**config.mk**
```make
export PLATFORM = sky130hd
export DESIGN_NAME = two_digit_nixie_crossfade_driver_unit
export DESIGN_NICKNAME = d
export VERILOG_FILES = /design/src/hw/rtl/ndxf_pkg.sv /design/src/hw/rtl/ndxf_drive.sv /design/src/hw/rtl/two_digit_nixie_crossfade_driver_unit.sv
export SDC_FILE = /design/constraint.sdc
export NUM_CORES = 1
export LEC_CHECK = 0
export ABC_AREA = 1
export BUFFER_PORTS_ARGS = -buffer_cell sky130_fd_sc_hd__buf_2
export CORE_AREA = 2 2 103 145
export CTS_BUF_LIST = sky130_fd_sc_hd__clkbuf_4 sky130_fd_sc_hd__clkbuf_8 sky130_fd_sc_hd__clkbuf_16
export CTS_CLUSTER_DIAMETER = 200
export DETAILED_ROUTE_END_ITERATION = 7
export DIE_AREA = 0 0 105 147
export PLACE_DENSITY = 0.76
export SETUP_SLACK_MARGIN = 0.2
export SYNTH_ARGS = -nofsm -noshare
export SYNTH_HDL_FRONTEND = slang
export SYNTH_SLANG_ARGS = --single-unit
```
**constraint.sdc**
```tcl
create_clock -name clk -period 4.3 [get_ports clk]
set_input_delay 0.43 -clock clk [delete_from_list [all_inputs] [get_ports clk]]
set_output_delay 0.43 -clock clk [all_outputs]
set_load 0.05 [all_outputs]
```
**src/hw/rtl/ndxf_pkg.sv**
```systemverilog
// Shared constants, register indexes and cathode pin tables for the nixie crossfade driver.
`timescale 1ns / 1ps
`default_nettype none
package ndxf_pkg;

	localparam int unsigned DigitW    = 4;
	localparam int unsigned TimeW     = 12;
	localparam int unsigned PhaseW    = 13;
	localparam int unsigned CfgIndexW = 2;

	localparam logic [6:0]       MaxShown     = 7'd99;
	localparam logic [TimeW-1:0] FadeTotalRst = 12'd1200;
	localparam logic [TimeW-1:0] FadeStepRst  = 12'd40;

	localparam logic [CfgIndexW-1:0] REG_FADE_ENABLE = 2'd0;
	localparam logic [CfgIndexW-1:0] REG_FADE_TOTAL  = 2'd1;
	localparam logic [CfgIndexW-1:0] REG_FADE_STEP   = 2'd2;

	localparam logic REQ_TICK   = 1'b0;
	localparam logic REQ_NUMBER = 1'b1;

	typedef logic [DigitW-1:0] digit_t;

	typedef struct packed {
		logic [15:0] cathode;
		logic [7:0]  io;
	} drive_t;

	// tens = num / 10 for num up to 99, by reciprocal multiply (205 / 2048)
	function automatic digit_t tens_of(input logic [6:0] num);
		logic [15:0] prod;
		prod = 16'(num) * 16'd205;
		return prod[14:11];
	endfunction

	function automatic digit_t ones_of(input logic [6:0] num, input digit_t tens);
		logic [6:0] t10;
		t10 = 7'(tens) * 7'd10;
		return DigitW'(num - t10);
	endfunction

	function automatic drive_t tens_pins(input digit_t d);
		drive_t r;
		r = '0;
		case (d)
			4'd0: r.cathode = 16'h0040;
			4'd1: r.io      = 8'h20;
			4'd2: r.io      = 8'h40;
			4'd3: r.io      = 8'h80;
			4'd4: r.cathode = 16'h0001;
			4'd5: r.cathode = 16'h0002;
			4'd6: r.cathode = 16'h0004;
			4'd7: r.cathode = 16'h0008;
			4'd8: r.cathode = 16'h0010;
			4'd9: r.cathode = 16'h0020;
			default: r = '0;
		endcase
		return r;
	endfunction

	function automatic drive_t ones_pins(input digit_t d);
		drive_t r;
		r = '0;
		case (d)
			4'd0: r.cathode = 16'h0200;
			4'd1: r.io      = 8'h04;
			4'd2: r.io      = 8'h02;
			4'd3: r.io      = 8'h01;
			4'd4: r.cathode = 16'h8000;
			4'd5: r.cathode = 16'h4000;
			4'd6: r.cathode = 16'h2000;
			4'd7: r.cathode = 16'h1000;
			4'd8: r.cathode = 16'h0800;
			4'd9: r.cathode = 16'h0400;
			default: r = '0;
		endcase
		return r;
	endfunction

endpackage
`default_nettype wire

```
**src/hw/rtl/ndxf_drive.sv**
```systemverilog
// Digit pair to cathode and io drive word lookup.
`timescale 1ns / 1ps
`default_nettype none
module ndxf_drive
	import ndxf_pkg::*;
(
	input  wire digit_t tens,
	input  wire digit_t ones,
	output drive_t      drive
);

	drive_t tens_d;
	drive_t ones_d;

	assign tens_d = tens_pins(tens);
	assign ones_d = ones_pins(ones);

	// both tubes share the same ports, so OR their pins
	assign drive.cathode = tens_d.cathode | ones_d.cathode;
	assign drive.io      = tens_d.io | ones_d.io;

endmodule
`default_nettype wire

```
**src/hw/rtl/two_digit_nixie_crossfade_driver_unit.sv**
```systemverilog
// A request's result is formed combinationally and loaded into the output register on acceptance.
// Throughput: one request per cycle when not stalled; next state settles in its accept cycle.
// The input side stays ready while the output register is empty or being drained.
// Reset: display shows "00", no fade running, fade enabled with total 1200 and step 40.
// Configuration writes are taken in every cycle; unknown indexes are dropped.
`timescale 1ns / 1ps
`default_nettype none
module two_digit_nixie_crossfade_driver_unit
	import ndxf_pkg::*;
(
	input  wire                  clk,
	input  wire                  arst_n,
	input  wire                  in_valid,
	output logic                 in_ready,
	input  wire                  req_type,
	input  wire  [7:0]           number,
	output logic                 out_valid,
	input  wire                  out_ready,
	output logic [15:0]          cathode_word,
	output logic [7:0]           io_word,
	output logic                 fading,
	input  wire                  cfg_valid,
	output logic                 cfg_ready,
	input  wire  [CfgIndexW-1:0] cfg_index,
	input  wire  [TimeW-1:0]     cfg_data
);

	logic             fade_enable_q;
	logic [TimeW-1:0] fade_total_q;
	logic [TimeW-1:0] fade_step_q;

	digit_t            old_tens_q, old_ones_q, new_tens_q, new_ones_q;
	logic [TimeW-1:0]  old_time_q;
	logic [PhaseW-1:0] phase_q;
	logic              showing_new_q;
	logic              fade_busy_q;

	digit_t            old_tens_d, old_ones_d, new_tens_d, new_ones_d;
	logic [TimeW-1:0]  old_time_d;
	logic [PhaseW-1:0] phase_d;
	logic              showing_new_d;
	logic              fade_busy_d;

	logic              in_fire;
	logic [6:0]        num_sat;
	digit_t            num_tens, num_ones;
	logic [TimeW-1:0]  step_eff;
	logic [PhaseW-1:0] total_p1, old_time_ext, new_len, phase_inc;
	digit_t            shown_tens, shown_ones;
	logic              res_fading;
	drive_t            res_drive;

	assign cfg_ready = 1'b1;
	assign in_ready  = !out_valid || out_ready;
	assign in_fire   = in_valid && in_ready;

	always_ff @(posedge clk or negedge arst_n) begin
		if (!arst_n) begin
			fade_enable_q <= 1'b1;
			fade_total_q  <= FadeTotalRst;
			fade_step_q   <= FadeStepRst;
		end else if (cfg_valid) begin
			case (cfg_index)
				REG_FADE_ENABLE: fade_enable_q <= cfg_data[0];
				REG_FADE_TOTAL:  fade_total_q  <= cfg_data;
				REG_FADE_STEP:   fade_step_q   <= cfg_data;
				default: ;
			endcase
		end
	end

	assign num_sat  = (number > 8'(MaxShown)) ? MaxShown : number[6:0];
	assign num_tens = tens_of(num_sat);
	assign num_ones = ones_of(num_sat, num_tens);

	assign step_eff     = (fade_step_q == '0) ? TimeW'(1) : fade_step_q;
	assign total_p1     = PhaseW'(fade_total_q) + PhaseW'(1);
	assign old_time_ext = PhaseW'(old_time_q);
	assign new_len      = (total_p1 > old_time_ext) ? (total_p1 - old_time_ext) : PhaseW'(1);
	assign phase_inc    = phase_q + PhaseW'(1);

	always_comb begin
		old_tens_d    = old_tens_q;
		old_ones_d    = old_ones_q;
		new_tens_d    = new_tens_q;
		new_ones_d    = new_ones_q;
		old_time_d    = old_time_q;
		phase_d       = phase_q;
		showing_new_d = showing_new_q;
		fade_busy_d   = fade_busy_q;
		if (req_type == REQ_NUMBER) begin
			// a running fade ends at once: its target becomes the old digits
			if (fade_busy_q) begin
				old_tens_d = new_tens_q;
				old_ones_d = new_ones_q;
			end
			new_tens_d = num_tens;
			new_ones_d = num_ones;
			phase_d    = '0;
			if (fade_enable_q && fade_total_q != '0) begin
				old_time_d    = fade_total_q;
				showing_new_d = 1'b0;
				fade_busy_d   = 1'b1;
			end else begin
				old_tens_d    = num_tens;
				old_ones_d    = num_ones;
				old_time_d    = '0;
				showing_new_d = 1'b1;
				fade_busy_d   = 1'b0;
			end
		end else if (fade_busy_q) begin
			phase_d = phase_inc;
			if (!showing_new_q) begin
				if (phase_inc >= old_time_ext) begin
					showing_new_d = 1'b1;
					phase_d       = '0;
				end
			end else if (phase_inc >= new_len) begin
				phase_d = '0;
				if (old_time_q <= step_eff) begin
					old_tens_d  = new_tens_q;
					old_ones_d  = new_ones_q;
					old_time_d  = '0;
					fade_busy_d = 1'b0;
				end else begin
					old_time_d    = old_time_q - step_eff;
					showing_new_d = 1'b0;
				end
			end
		end
	end

	// a number shows the state after it is taken in, a tick the state before it advances
	always_comb begin
		if (req_type == REQ_NUMBER) begin
			shown_tens = showing_new_d ? new_tens_d : old_tens_d;
			shown_ones = showing_new_d ? new_ones_d : old_ones_d;
			res_fading = fade_busy_d;
		end else begin
			shown_tens = showing_new_q ? new_tens_q : old_tens_q;
			shown_ones = showing_new_q ? new_ones_q : old_ones_q;
			res_fading = fade_busy_q;
		end
	end

	ndxf_drive u_drive (
		.tens  (shown_tens),
		.ones  (shown_ones),
		.drive (res_drive)
	);

	always_ff @(posedge clk or negedge arst_n) begin
		if (!arst_n) begin
			old_tens_q    <= '0;
			old_ones_q    <= '0;
			new_tens_q    <= '0;
			new_ones_q    <= '0;
			old_time_q    <= '0;
			phase_q       <= '0;
			showing_new_q <= 1'b1;
			fade_busy_q   <= 1'b0;
		end else if (in_fire) begin
			old_tens_q    <= old_tens_d;
			old_ones_q    <= old_ones_d;
			new_tens_q    <= new_tens_d;
			new_ones_q    <= new_ones_d;
			old_time_q    <= old_time_d;
			phase_q       <= phase_d;
			showing_new_q <= showing_new_d;
			fade_busy_q   <= fade_busy_d;
		end
	end

	always_ff @(posedge clk or negedge arst_n) begin
		if (!arst_n) begin
			out_valid <= 1'b0;
		end else if (in_fire) begin
			out_valid <= 1'b1;
		end else if (out_ready) begin
			out_valid <= 1'b0;
		end
	end

	// hold the result while the downstream side stalls
	always_ff @(posedge clk) begin
		if (in_fire) begin
			cathode_word <= res_drive.cathode;
			io_word      <= res_drive.io;
			fading       <= res_fading;
		end
	end

`ifndef ASSERT_OFF
	a_idle_shows_new: assert property (@(posedge clk) disable iff (!arst_n)
		!fade_busy_q |-> (showing_new_q && phase_q == '0 && old_time_q == '0))
		else $error("idle state not settled on new digits");

	a_old_time_nonzero: assert property (@(posedge clk) disable iff (!arst_n)
		(fade_busy_q && !showing_new_q) |-> (old_time_q != '0))
		else $error("old-digit period of zero length during fade");

	a_number_starts_fade: assert property (@(posedge clk) disable iff (!arst_n)
		(in_fire && req_type == REQ_NUMBER && fade_enable_q && fade_total_q != '0)
		|=> (fade_busy_q && !showing_new_q && fading))
		else $error("number request did not start a fade");

	a_result_loaded: assert property (@(posedge clk) disable iff (!arst_n)
		in_fire |=> out_valid)
		else $error("accepted request produced no result");
`endif

endmodule
`default_nettype wire

```
=== Word level (Yosys, flattened, before mapping) ===
Cells that the tools add are included.

* Equal/unequal tests: 20
* Reductions and logical operators: 18
* $mul: 2
* Bitwise operators: 2
* Order comparisons: 5
* Multiplexer cells: 56
* $add $sub $neg: 5

{| class="wikitable"
|+ Operators by type and width
! kind !! count
|-
| 16-bit case mux with 7 select lines || 1
|-
| 4-bit 2-to-1 mux || 22
|-
| 12-bit 2-to-1 mux || 7
|-
| 13-bit 2-to-1 mux || 6
|-
| 7-bit case mux with 7 select lines || 1
|-
| 4-bit by 3-bit == test with 1-bit output (second input constant) || 8
|-
| 8-bit case mux with 3 select lines || 1
|-
| 4-bit by 2-bit == test with 1-bit output (second input constant) || 4
|-
| 4-bit == test (second input constant) || 4
|-
| 1-bit 2-to-1 mux || 16
|-
| 7-bit by 16-bit OR with 16-bit output || 1
|-
| 7-bit by 8-bit multiplier with 15-bit output (second input constant) || 1
|-
| 12-bit by 1-bit adder with 13-bit output (second input constant) || 1
|-
| 13-bit by 1-bit adder with 13-bit output (second input constant) || 1
|-
| 13-bit by 12-bit >= comparator with 1-bit output || 1
|-
| 13-bit >= comparator || 1
|-
| 13-bit by 12-bit greater-than comparator with 1-bit output || 1
|-
| 13-bit by 12-bit subtractor with 13-bit output || 1
|-
| 12-bit less-or-equal comparator || 1
|-
| 12-bit zero test || 1
|-
| 12-bit nonzero test || 1
|-
| 12-bit subtractor || 1
|-
| 3-bit case mux with 3 select lines || 1
|-
| 4-bit by 1-bit == test with 1-bit output (second input constant) || 2
|-
| other kinds (15) || 23
|}

* Input port bits: 28
* Logic and storage cells: 123
* Register bits after elaboration: 94

=== Longest topological paths before layout ===
Gate-level depths: netlist of run 1.

* Depth after elaboration: 13
* Mapped depth: 38
* Depth with buffers taken out: 37

=== Hierarchy ===
A second synthesis of run 1 with hierarchy kept.

* Cells, all modules: 1062
* Area, all modules: 7820.0 sq um

{| class="wikitable"
|+ By module, submodules not included
! module !! area an instance (sq um) !! cells an instance !! seq. area each (sq um) !! instances
|-
| two_digit_nixie_crossfade_driver_unit || 7628.6 || 1015 || 2487.4 || 1
|-
| ndxf_drive || 191.4 || 47 || 0.0 || 1
|}

=== Least setup slack after synthesis of run 1 ===
Ideal clock, no wire load.

* Kind: input -> register
* Start: in number[5]
* End: reg cathode_word[14] (data pin)
* Stages on the path: 30
* Arrival time: 4.588 ns
* Setup time: 0.254 ns
* Slack: -0.542 ns
* Path through: nand2_2 -> nand2_1 -> nand2_1 -> inv_1 -> nor2_1 -> nand2_1 -> o21ai_0 -> fa_1 -> inv_1 -> ha_1 -> inv_1 -> fa_1 -> inv_1 -> ha_1 -> nand2_1 -> nor2_1 -> nand2_1 -> nand2_1 -> nand2_1 -> nand2_1 -> nand2_1 -> nand2_1 -> inv_1 -> ha_1 -> fa_1 -> nor2_1 -> o22ai_1 -> o21a_2 -> nand3b_4 -> nor2_1

{| class="wikitable"
|+ RTL lines
! item !! line !! text
|-
| start: declaration || two_digit_nixie_crossfade_driver_unit.sv:16 || <nowiki>input wire [7:0] number,</nowiki>
|-
| end signal: assignment || two_digit_nixie_crossfade_driver_unit.sv:187 || <nowiki>cathode_word <= res_drive.cathode;</nowiki>
|-
| end: declaration || two_digit_nixie_crossfade_driver_unit.sv:19 || <nowiki>output logic [15:0] cathode_word,</nowiki>
|}

=== Final worst setup path of run 1 ===
* Start: reg fade_total_q[0]
* End: reg old_time_q[3]

* Cells in the longest elaborated chain, start to end: 6

{| class="wikitable"
|+ Ends and longest elaborated chain
! item !! line !! text
|-
| start: declaration || two_digit_nixie_crossfade_driver_unit.sv:29 || <nowiki>logic [TimeW-1:0] fade_total_q;</nowiki>
|-
| start signal: assignment || two_digit_nixie_crossfade_driver_unit.sv:60 || <nowiki>fade_total_q <= FadeTotalRst;</nowiki>
|-
| start signal: assignment || two_digit_nixie_crossfade_driver_unit.sv:65 || <nowiki>REG_FADE_TOTAL: fade_total_q <= cfg_data;</nowiki>
|-
| 12-bit by 1-bit adder with 13-bit output || two_digit_nixie_crossfade_driver_unit.sv:77 || <nowiki>assign total_p1 = PhaseW'(fade_total_q) + PhaseW'(1);</nowiki>
|-
| 13-bit by 12-bit subtractor with 13-bit output or 13-bit by 12-bit greater-than comparator with 1-bit output (tied branches) || two_digit_nixie_crossfade_driver_unit.sv:79 || <nowiki>assign new_len = (total_p1 > old_time_ext) ? (total_p1 - old_time_ext) : PhaseW'(1);</nowiki>
|-
| 13-bit 2-to-1 mux || two_digit_nixie_crossfade_driver_unit.sv:79 ||
|-
| 13-bit >= comparator || two_digit_nixie_crossfade_driver_unit.sv:118 || <nowiki>end else if (phase_inc >= new_len) begin</nowiki>
|-
| 2-bit nonzero test (no source line) || n/a ||
|-
| 4-bit AND reduction (no source line) || n/a ||
|-
| end signal: assignment || two_digit_nixie_crossfade_driver_unit.sv:167 || <nowiki>old_time_q <= old_time_d;</nowiki>
|-
| end: declaration || two_digit_nixie_crossfade_driver_unit.sv:33 || <nowiki>logic [TimeW-1:0] old_time_q;</nowiki>
|}

Parallel ways exist; a longest one is shown, timed or not.
A chain may end at the register's enable or synchronous reset.

==> flow_summary_export.csv, run 1 <==
group,metric,value,unit
outcome,status,"complete, but fails checks",
outcome,violations,"setup timing",
critical_path,reg2reg_slack,-0.44,ns
floorplan,fp.dieArea,15400,um2
finish,final_util,0.747,
clock_tree,cts_sinks,90,
finish,drive_gt1_frac,0.351,
critical_path,arrival,5.00,ns
drt,drc,0,
synthesis,synth_common_cells,"227 x nand2_1, 154 x inv_1, 84 x ha_1",
critical_path,cp_max_fo,6,
drt,ant_nets,0,
timing,finalWorstSetupSlack,-0.435,ns
synthesis,synth_ff_type,"dfrtp_1",
place,place_hpwl,15.2,mm
timing,finalClockSkew,0.00825,ns
timing,period_needed,4.74,ns
critical_path,reg2reg_depth,31,
timing,max-slew-margin-rel,0.380,
floorplan,die_h,147,um
clock_tree,tritoncts,"built",
finish,area_delta_synth_final,38.6,%
critical_path,max_stage_delay,0.42,ns
synthesis,synth_cells,1029,
synthesis,synth_area,7640,um2
floorplan,die_x,105,um
timing,fmax,211,MHz
global_routing,grt_use_total,0.290,
timing,hold_viol_final,0,
drt,vias_per_cell,5.66,
critical_path,cp-start-kind,"flip-flop",
critical_path,worstPathRequired,4.56,ns
clock_tree,h-tree-depth,3,
hold_path,hold_path_class,"input port to asynchronous set/reset pin",
finish,fin_nets,1334,
critical_path,cp-endpoint,"old_time_q[3]",
power_and_ir_drop,power_leakage,5.14,nW
finish,n_antenna_cell,0,
global_routing,grt.overflow.total,0,
synthesis,async_flop_share,0.767,
floorplan,io_pins,56,
timing,setup_viol,47,
global_routing,grt_pass1_wl,36.4,mm
floorplan,initial_utilization,0.538,
global_routing,grt_max_degree,70,
clock_tree,cts_root_buf,"clkbuf_16",
timing,whs,0.200,ns
clock_tree,cts_buffers,9,
synthesis,synth_top_cell_by_area,"dfrtp_1",
synthesis,avgSynthCellArea,7.42,um2
critical_path,reg2reg_to,"old_time_q[3]",
timing,fin_crit_sh,1.10,
critical_path,startpoint,"fade_total_q[0]",
synthesis,ys_seq_elements,90,
clock_tree,cts.clk_slew.worst_paths,0.07,ns
drt,num_vias,7959,
clock_tree,cts_hold_buf,0,
power_and_ir_drop,p_per_area,617,nW/um2
place,post-place-ws,-0.739,ns
critical_path,r2r_start,"fade_total_q[0]",
critical_path,crit_top_cell,"buf_6",
synthesis,ys_seq_area_frac,0.310,
synthesis,ys_types,56,
global_routing,antenna_found_initial,0,
synthesis,synth_top_area_share,0.200,
synthesis,synth.most_common_cell,"nand2_1",
timing,worst_pin_slew,0.930,ns
timing,drv_slew,0,
synthesis,synth_warnings,0,
clock_tree,cts_buffer_depth,2,
critical_path,critical_path_class,"flip-flop to flip-flop",
drt,first_iter_violations,644,
drt,firstDrtPassIters,5,
critical_path,cpMaxStageDelayCell,"dfrtp_1",
drt,wl_per_cell,17.1,um
drt,drt_wl_total,24.1,mm
global_routing,grt_pass1_vias,7897,
flow_run,cap_violations,0,
place,gp_congestion,0.929,
synthesis,synth_edf_count,21,
power_and_ir_drop,max-vdd-ir-drop,0.292,mV
timing,rsz0062_at_grt,"true",
critical_path,end_kind,"flip-flop",
clock_tree,clk_latency,0.35,ns
power_and_ir_drop,fin_total_pwr,6.53,mW
floorplan,rows,52,
floorplan,coreArea,14200,um2
synthesis,synth_area_leaders,"dfrtp_1 20%, ha_1 14%, nand2_1 11%",
place,portBuffers,50,
[state kept, by name, indices dropped and copies added (netlist names)]
| name | count |
|---|---|
| cathode_word | 14 |
| fade_busy_q | 1 |
| fade_enable_q | 1 |
| fade_step_q | 12 |
| fade_total_q | 12 |
| fading | 1 |
| io_word | 6 |
| new_ones_q | 4 |
| new_tens_q | 4 |
| old_ones_q | 4 |
| old_tens_q | 4 |
| old_time_q | 12 |
| out_valid | 1 |
| phase_q | 13 |
| showing_new_q | 1 |
[worst min path at each step]
| stage | endpoint | slack (ns) | cells after the start |
|---|---|---|---|
| 2_1_floorplan | fade_busy_q | 0.13 | 0 |
| 3_3_place_gp | fade_step_q[0] | 0.47 | 2 |
| 3_5_place_dp | fade_step_q[0] | 0.48 | 2 |
| 4_1_cts | phase_q[10] | 0.24 | 1 |
| 5_1_grt | phase_q[10] | 0.28 | 1 |
| 6_report | phase_q[10] | 0.20 | 1 |
[power breakdown]
group / total, mW / internal [mW] / switching (mW)
Sequential: 1.29 / 1.09 / 0.198
Combinational: 4.47 / 1.95 / 2.51
Clock: 0.780 / 0.414 / 0.365
Total: 6.53 / 3.46 / 3.08
[repair_timing]
item,CTS,global route
hold endpoints to repair,0,0
gates cloned,1,1
gates resized for setup,109,86
setup endpoints to repair,47,57
pin swaps,32,43
buffers inserted,31,16
[stage by stage]
step	instances	cell area [um2]	setup TNS (ns)
floorplan	1032	7850	-3.12
global placement	1340	8920	-17.65
detailed placement	1340	8920	-20.99
CTS	1388	10000	-3.41
global route	1405	10600	-20.51
finish	1405	10600	-12.36
[layout by cell type, fill, tap and decap left out, types with 14 or more instances in the layout]
cell	count
inv_1	141
nor2_1	59
edfxtp_1	21
dfrtp_1	61
o21ai_1	19
o21ai_0	52
buf_4	122
ha_4	27
inv_2	24
a21oi_1	37
nor2_2	14
ha_1	54
nand3_1	45
buf_2	45
nand3_2	23
nand2_2	25
buf_6	19
nand2_1	199
xor2_1	19
[metal layers]
| layer | vias to the layer above | track usage | share of wire |
|---|---|---|---|
| li1 | 3758 | - | - |
| met1 | 3719 | 0.318 | 0.36 |
| met2 | 365 | 0.547 | 0.53 |
| met3 | 117 | 0.0342 | 0.049 |
| met4 | 0 | 0.143 | 0.054 |
| met5 | - | 0 | 0 |
[critical path, delay by kind of cell (launching register included)]
kind,cells,cell delay [ns]
and+or+nand+nor,13,1.51
DFF,1,0.42
adders and majority gates,3,0.68
xor gates and xnor gates,1,0.15
buffers and inverters,7,0.92
AOI/OAI and AO/OA,7,1.00
[final cells by class]
class	count	area [um2]
clock buffers	10	239
clock inverters	6	47.5
fillers	929	3590
inverters	170	657
multi-input cells	750	5600
flip-flops and latches	90	2370
well taps	189	236
repair buffers	190	1440
[kinds of logic (layout without fill, tap and decap cells)]
kind of cell	after synthesis	count (layout)	synth area share
buffers and inverters	193	376	0.100
AO/OA/AOI/OAI	178	179	0.131
flip-flops	90	90	0.310
AND/OR/NAND/NOR	444	444	0.260
other	2	5	0.000983
XOR/XNOR	27	27	0.0310
adder cells (fa/ha/maj)	95	95	0.166
(Power assumes the default switching activity.)
==> inputs of run 2 (changes only) <==
- SETUP_SLACK_MARGIN: 0.2 -> unset
==> run 2 against run 1 <==
Net effect:
- the run still ends with setup timing left
- die area unchanged
- combinational power is 4% lower
- clock skew is essentially flat
- non-clock buffer count fell by 6
- setup slack gained 0.032 ns
- global-route usage fell by 2.0 points
- sequential cell count unchanged
- critical path depth increased by 3
- critical endpoint is now cathode_word[12]
==> flow_summary_export.csv, run 2 (same netlist as run 1, synthesis figures left out) <==
group,metric,value,unit
global_routing,grt_use_total,0.270,
finish,regMostFlops,"cathode_word",
floorplan,initial_utilization,0.538,
global_routing,grt.overflow.total,0,
critical_path,reg2reg_slack,-0.24,ns
clock_tree,cts_buffer_depth,2,
floorplan,fp.dieArea,15400,um2
critical_path,max_stage_delay,0.52,ns
timing,hold_viol_final,0,
floorplan,die_x,105,um
drt,drt_wl_total,22.3,mm
floorplan,coreArea,14200,um2
finish,fin_nets,1328,
finish,final_util,0.732,
clock_tree,clk_latency,0.35,ns
finish,post-route-cell-area,10400,um2
finish,drive_gt1_frac,0.334,
critical_path,crit_top_cell,"nand2_2",
drt,ant_nets,0,
critical_path,end_kind,"flip-flop",
finish,n_antenna_cell,0,
critical_path,critical_path_class,"input port to flip-flop",
global_routing,grt_max_degree,70,
clock_tree,cts_buffers,9,
finish,reg_top3,"cathode_word: 14 flops, phase_q: 13 flops",
power_and_ir_drop,max-vdd-ir-drop,0.380,mV
flow_run,cap_violations,0,
power_and_ir_drop,power_leakage,5.09,nW
clock_tree,tritoncts,"built",
clock_tree,cts_hold_buf,0,
finish,area_delta_synth_final,35.9,%
drt,vias_per_cell,5.52,
finish,final_common_cell,"nand2_1",
drt,num_vias,7725,
place,post-place-ws,-0.784,ns
drt,firstDrtPassIters,6,
hold_path,hold_path_class,"input port to asynchronous set/reset pin",
global_routing,grt_pass1_vias,7480,
power_and_ir_drop,p_per_area,619,nW/um2
place,place_hpwl,15.3,mm
timing,finalWorstSetupSlack,-0.404,ns
critical_path,cp_max_fo,5,
timing,period_needed,4.70,ns
floorplan,io_pins,56,
place,place_area,8960,um2
timing,rsz0062_at_grt,"true",
drt,drc,0,
timing,fmax,213,MHz
clock_tree,cts.clk_slew.worst_paths,0.07,ns
clock_tree,cts_root_buf,"clkbuf_16",
floorplan,rows,52,
place,gp_congestion,0.920,
clock_tree,cts_sinks,90,
critical_path,cpMaxStageDelayCell,"fa_1",
timing,drv_slew,0,
timing,worst_pin_slew,0.959,ns
clock_tree,h-tree-depth,3,
critical_path,cp-start-kind,"input port",
drt,wl_per_cell,15.9,um
place,portBuffers,50,
floorplan,die_h,147,um
outcome,status,"complete, but fails checks",
critical_path,worstPathRequired,4.41,ns
critical_path,arrival,4.81,ns
finish,final_cell_mix,"200 x nand2_1, 141 x inv_1, 119 x buf_4",
outcome,violations,"setup timing",
finish,largest_reg_flops,14,
timing,max-slew-margin-rel,0.361,
timing,finalClockSkew,0.00830,ns
drt,first_iter_violations,649,
global_routing,grt_pass1_wl,33.8,mm
global_routing,antenna_found_initial,0,
timing,setup_viol,30,
timing,fin_crit_sh,1.09,
## run 2: changes by cell type in the layout (fill, tap and decap cells not counted), moves of 3 or more
cell,before,now
nand3_4,9,6
nand3_1,45,51
nand3_2,23,20
buf_4,122,119
ha_4,27,24
buf_6,19,15
ha_1,54,59
nor2_2,14,17
## run 2: power by group
group / leakage [nW] / internal, mW / switching [mW]
registers: 1.06 / 1.09 / 0.193
logic: 3.87 / 1.90 / 2.41
clock network: 0.154 / 0.474 / 0.367
## run 2: path summary, 6_finish.rpt
path,startpoint,to,depth (start not counted)
worst max-delay path,number[4],cathode_word[12],34
worst min-delay path,arst_n,phase_q[10],1
worst max register to register,fade_total_q[1],old_tens_q[3],31
worst min register to register,fade_enable_q,fade_enable_q,2
max in group asynchronous,arst_n,fade_step_q[2],1
min in group clk,cfg_data[10],fade_total_q[10],3
## run 2: per-stage QoR
step / cells / TNS [ns] / power (mW) / hold WS [ns]
floorplan: 1032 / -3.11 / 3.55 / 0.134
global placement: 1345 / -16.73 / 4.53 / 0.474
detailed placement: 1345 / -21.42 / 4.63 / 0.486
CTS: 1380 / -2.48 / 5.90 / 0.261
global route: 1399 / -15.25 / 6.89 / 0.292
finish: 1399 / -6.36 / 6.43 / 0.178
## run 2: per-layer routing
layer	wire length, um	global-route usage	vias to the layer above
li1	-	-	3745
met1	8310	0.299	3656
met2	12100	0.515	243
met3	846	0.0284	81
met4	1020	0.118	0
met5	0	0	-
## run 2: critical path: cells and delay by family
kind | cells | cell delay, ns
buffers and inverters | 8 | 0.51
adders and majority gates | 6 | 2.03
AOI/OAI and AO/OA | 1 | 0.06
xor gates and xnor gates | 1 | 0.19
and+or+nand+nor | 18 | 1.56
## run 2: timing repair
item	in CTS	in global routing
buffers inserted	19	17
pin swaps	46	45
gates resized for setup	78	86
cloned	1	2
endpoints found under the setup margin	47	47
## run 2: cell type report
type / count / area, um2
Clock buffer: 10 / 239
Timing Repair Buffer: 184 / 1400
Multi-Input combinational cell: 750 / 5420
Tap cell: 189 / 236
Clock inverter: 6 / 70.1
Fill cell: 1032 / 3810
Sequential cell: 90 / 2370
Inverter: 170 / 654
==> inputs of run 3 (changes only) <==
- BUFFER_PORTS_ARGS: -buffer_cell sky130_fd_sc_hd__buf_2 -> unset
- DONT_BUFFER_PORTS: unset -> 1
- PLACE_DENSITY: 0.76 -> 0.72
==> run 3 against run 2 <==
Net effect:
- the flow still finishes with violations (setup timing)
- final cell count shrank 6.4%
- setup slack gained 0.21 ns
- power shrank 7.2%
- worst hold slack gained 0.032 ns
- sequential power grew 9%
- die area is the same
- register-to-register slack gained 0.13 ns
- clock power shrank 4.3%
- sequential share of layout area grew 1.5 points
- global-route usage shrank 1.6 points
- count of clock-buffer cells in the layout shrank 1
- via count shrank 6.0%
- largest power group unchanged
==> flow_summary_export.csv, run 3 (same netlist as run 1, synthesis figures left out) <==
group,metric,value,unit
outcome,status,"complete, but fails checks",
outcome,violations,"setup timing",
finish,drive_gt1_frac,0.272,
power_and_ir_drop,max-vdd-ir-drop,0.323,mV
critical_path,arrival,4.60,ns
clock_tree,cts_buffer_depth,2,
drt,drt_wl_total,21.1,mm
finish,fin_cells,1309,
floorplan,die_h,147,um
floorplan,fp.dieArea,15400,um2
drt,vias_per_cell,5.54,
clock_tree,h-tree-depth,3,
timing,worst_pin_slew,0.791,ns
floorplan,die_x,105,um
finish,regMostFlops,"cathode_word",
critical_path,max_stage_delay,0.42,ns
clock_tree,clk_latency,0.36,ns
drt,num_vias,7258,
finish,post-route-cell-area,9730,um2
finish,n_antenna_cell,0,
drt,first_iter_violations,345,
clock_tree,cts.clk_slew.worst_paths,0.07,ns
flow_run,cap_violations,0,
global_routing,grt_pass1_wl,31.6,mm
place,dp.cells,1268,
clock_tree,cts_buffers,9,
timing,fmax,223,MHz
timing,whs,0.211,ns
hold_path,hold_path_class,"input port to flip-flop",
floorplan,initial_utilization,0.538,
drt,wl_per_cell,16.1,um
power_and_ir_drop,power_leakage,4.71,nW
timing,period_needed,4.49,ns
drt,firstDrtPassIters,5,
floorplan,rows,52,
drt,drc,0,
global_routing,grt_use_total,0.255,
hold_path,holdPathStages,2,
place,post-place-ws,-0.621,ns
floorplan,io_pins,56,
critical_path,cp-start-kind,"input port",
global_routing,grt_max_degree,70,
place,portBuffers,0,
timing,rsz0062_at_grt,"true",
critical_path,crit_top_cell,"nand2_1",
critical_path,cp_max_fo,4,
clock_tree,cts_sinks,90,
power_and_ir_drop,p_per_area,613,nW/um2
floorplan,coreArea,14200,um2
finish,fin_nets,1238,
place,gp_congestion,0.935,
timing,setup_viol,22,
clock_tree,cts_root_buf,"clkbuf_16",
finish,final_common_cell,"nand2_1",
timing,finalWorstSetupSlack,-0.193,ns
timing,finalClockSkew,0.0155,ns
timing,drv_slew,0,
timing,max-slew-margin-rel,0.471,
global_routing,grt.overflow.total,0,
critical_path,reg2reg_depth,29,
global_routing,grt_pass1_vias,6817,
critical_path,cpMaxStageDelayCell,"fa_2",
global_routing,antenna_found_initial,0,
critical_path,end_kind,"flip-flop",
finish,final_cell_mix,"198 x nand2_1, 141 x inv_1, 83 x buf_4",
finish,reg_top3,"cathode_word: 14 flops, phase_q: 13 flops",
drt,ant_nets,0,
finish,area_delta_synth_final,27.4,%
clock_tree,tritoncts,"built",
timing,fin_crit_sh,1.04,
place,place_hpwl,14.8,mm
critical_path,worstPathRequired,4.40,ns
finish,largest_reg_flops,14,
timing,hold_viol_final,0,
place,place_area,8500,um2
critical_path,critical_path_class,"input port to flip-flop",
-- run 3: worst max-delay path, delay by kind of cell --
kind | cells | cell delay [ns]
AOI/OAI and AO/OA | 1 | 0.12
xor gates and xnor gates | 1 | 0.17
and+or+nand+nor | 18 | 1.62
adders and majority gates | 6 | 1.90
buffers and inverters | 5 | 0.34
-- run 3: stage by stage --
stage	util	power, mW	TNS [ns]
final	0.686	5.97	-2.51
after global routing	0.686	6.41	-10.05
after CTS	0.633	5.35	-1.30
after detailed placement	0.599	4.40	-9.25
after global placement	0.599	4.34	-6.27
after floorplan	-	3.55	-3.11
-- run 3: where the power goes --
part / switching, mW / internal [mW] / total [mW] / leakage (nW)
Clock: 0.390 / 0.414 / 0.805 / 0.150
Combinational: 2.18 / 1.59 / 3.77 / 3.49
Sequential: 0.305 / 1.09 / 1.40 / 1.06
-- run 3: metal layers --
layer	global-route usage	part of all wire	vias to the layer above
met1	0.279	0.37	3450
met3	0.0333	0.037	59
li1	-	-	3561
met5	0	0	-
met4	0.103	0.038	0
met2	0.488	0.55	188
-- run 3: worst paths after layout --
kind / start / to / slack, ns
worst max-delay path: number[3] / cathode_word[13] / -0.19
min in group asynchronous: arst_n / old_time_q[10] / 0.61
worst min-delay path: cfg_data[5] / fade_step_q[5] / 0.21
worst max register to register: fade_total_q[0] / old_time_q[7] / -0.11
max in group asynchronous: arst_n / showing_new_q / 3.29
worst min register to register: fade_step_q[3] / fade_step_q[3] / 0.49
-- run 3: repair_timing --
item,in CTS,in global routing
resized for setup,22,121
endpoints found under the hold margin,69,0
endpoints found under the setup margin,38,46
hold buffers,2,0
buffers inserted,7,12
pin swaps,21,52
cloned,2,3
-- run 3: layout make-up --
class / instances / area (um2)
clock buffers: 9 / 225
clock inverters: 7 / 81.3
fillers: 1215 / 4460
inverters: 170 / 654
multi-input cells: 751 / 5370
flip-flops and latches: 90 / 2370
well taps: 189 / 236
repair buffers: 93 / 796
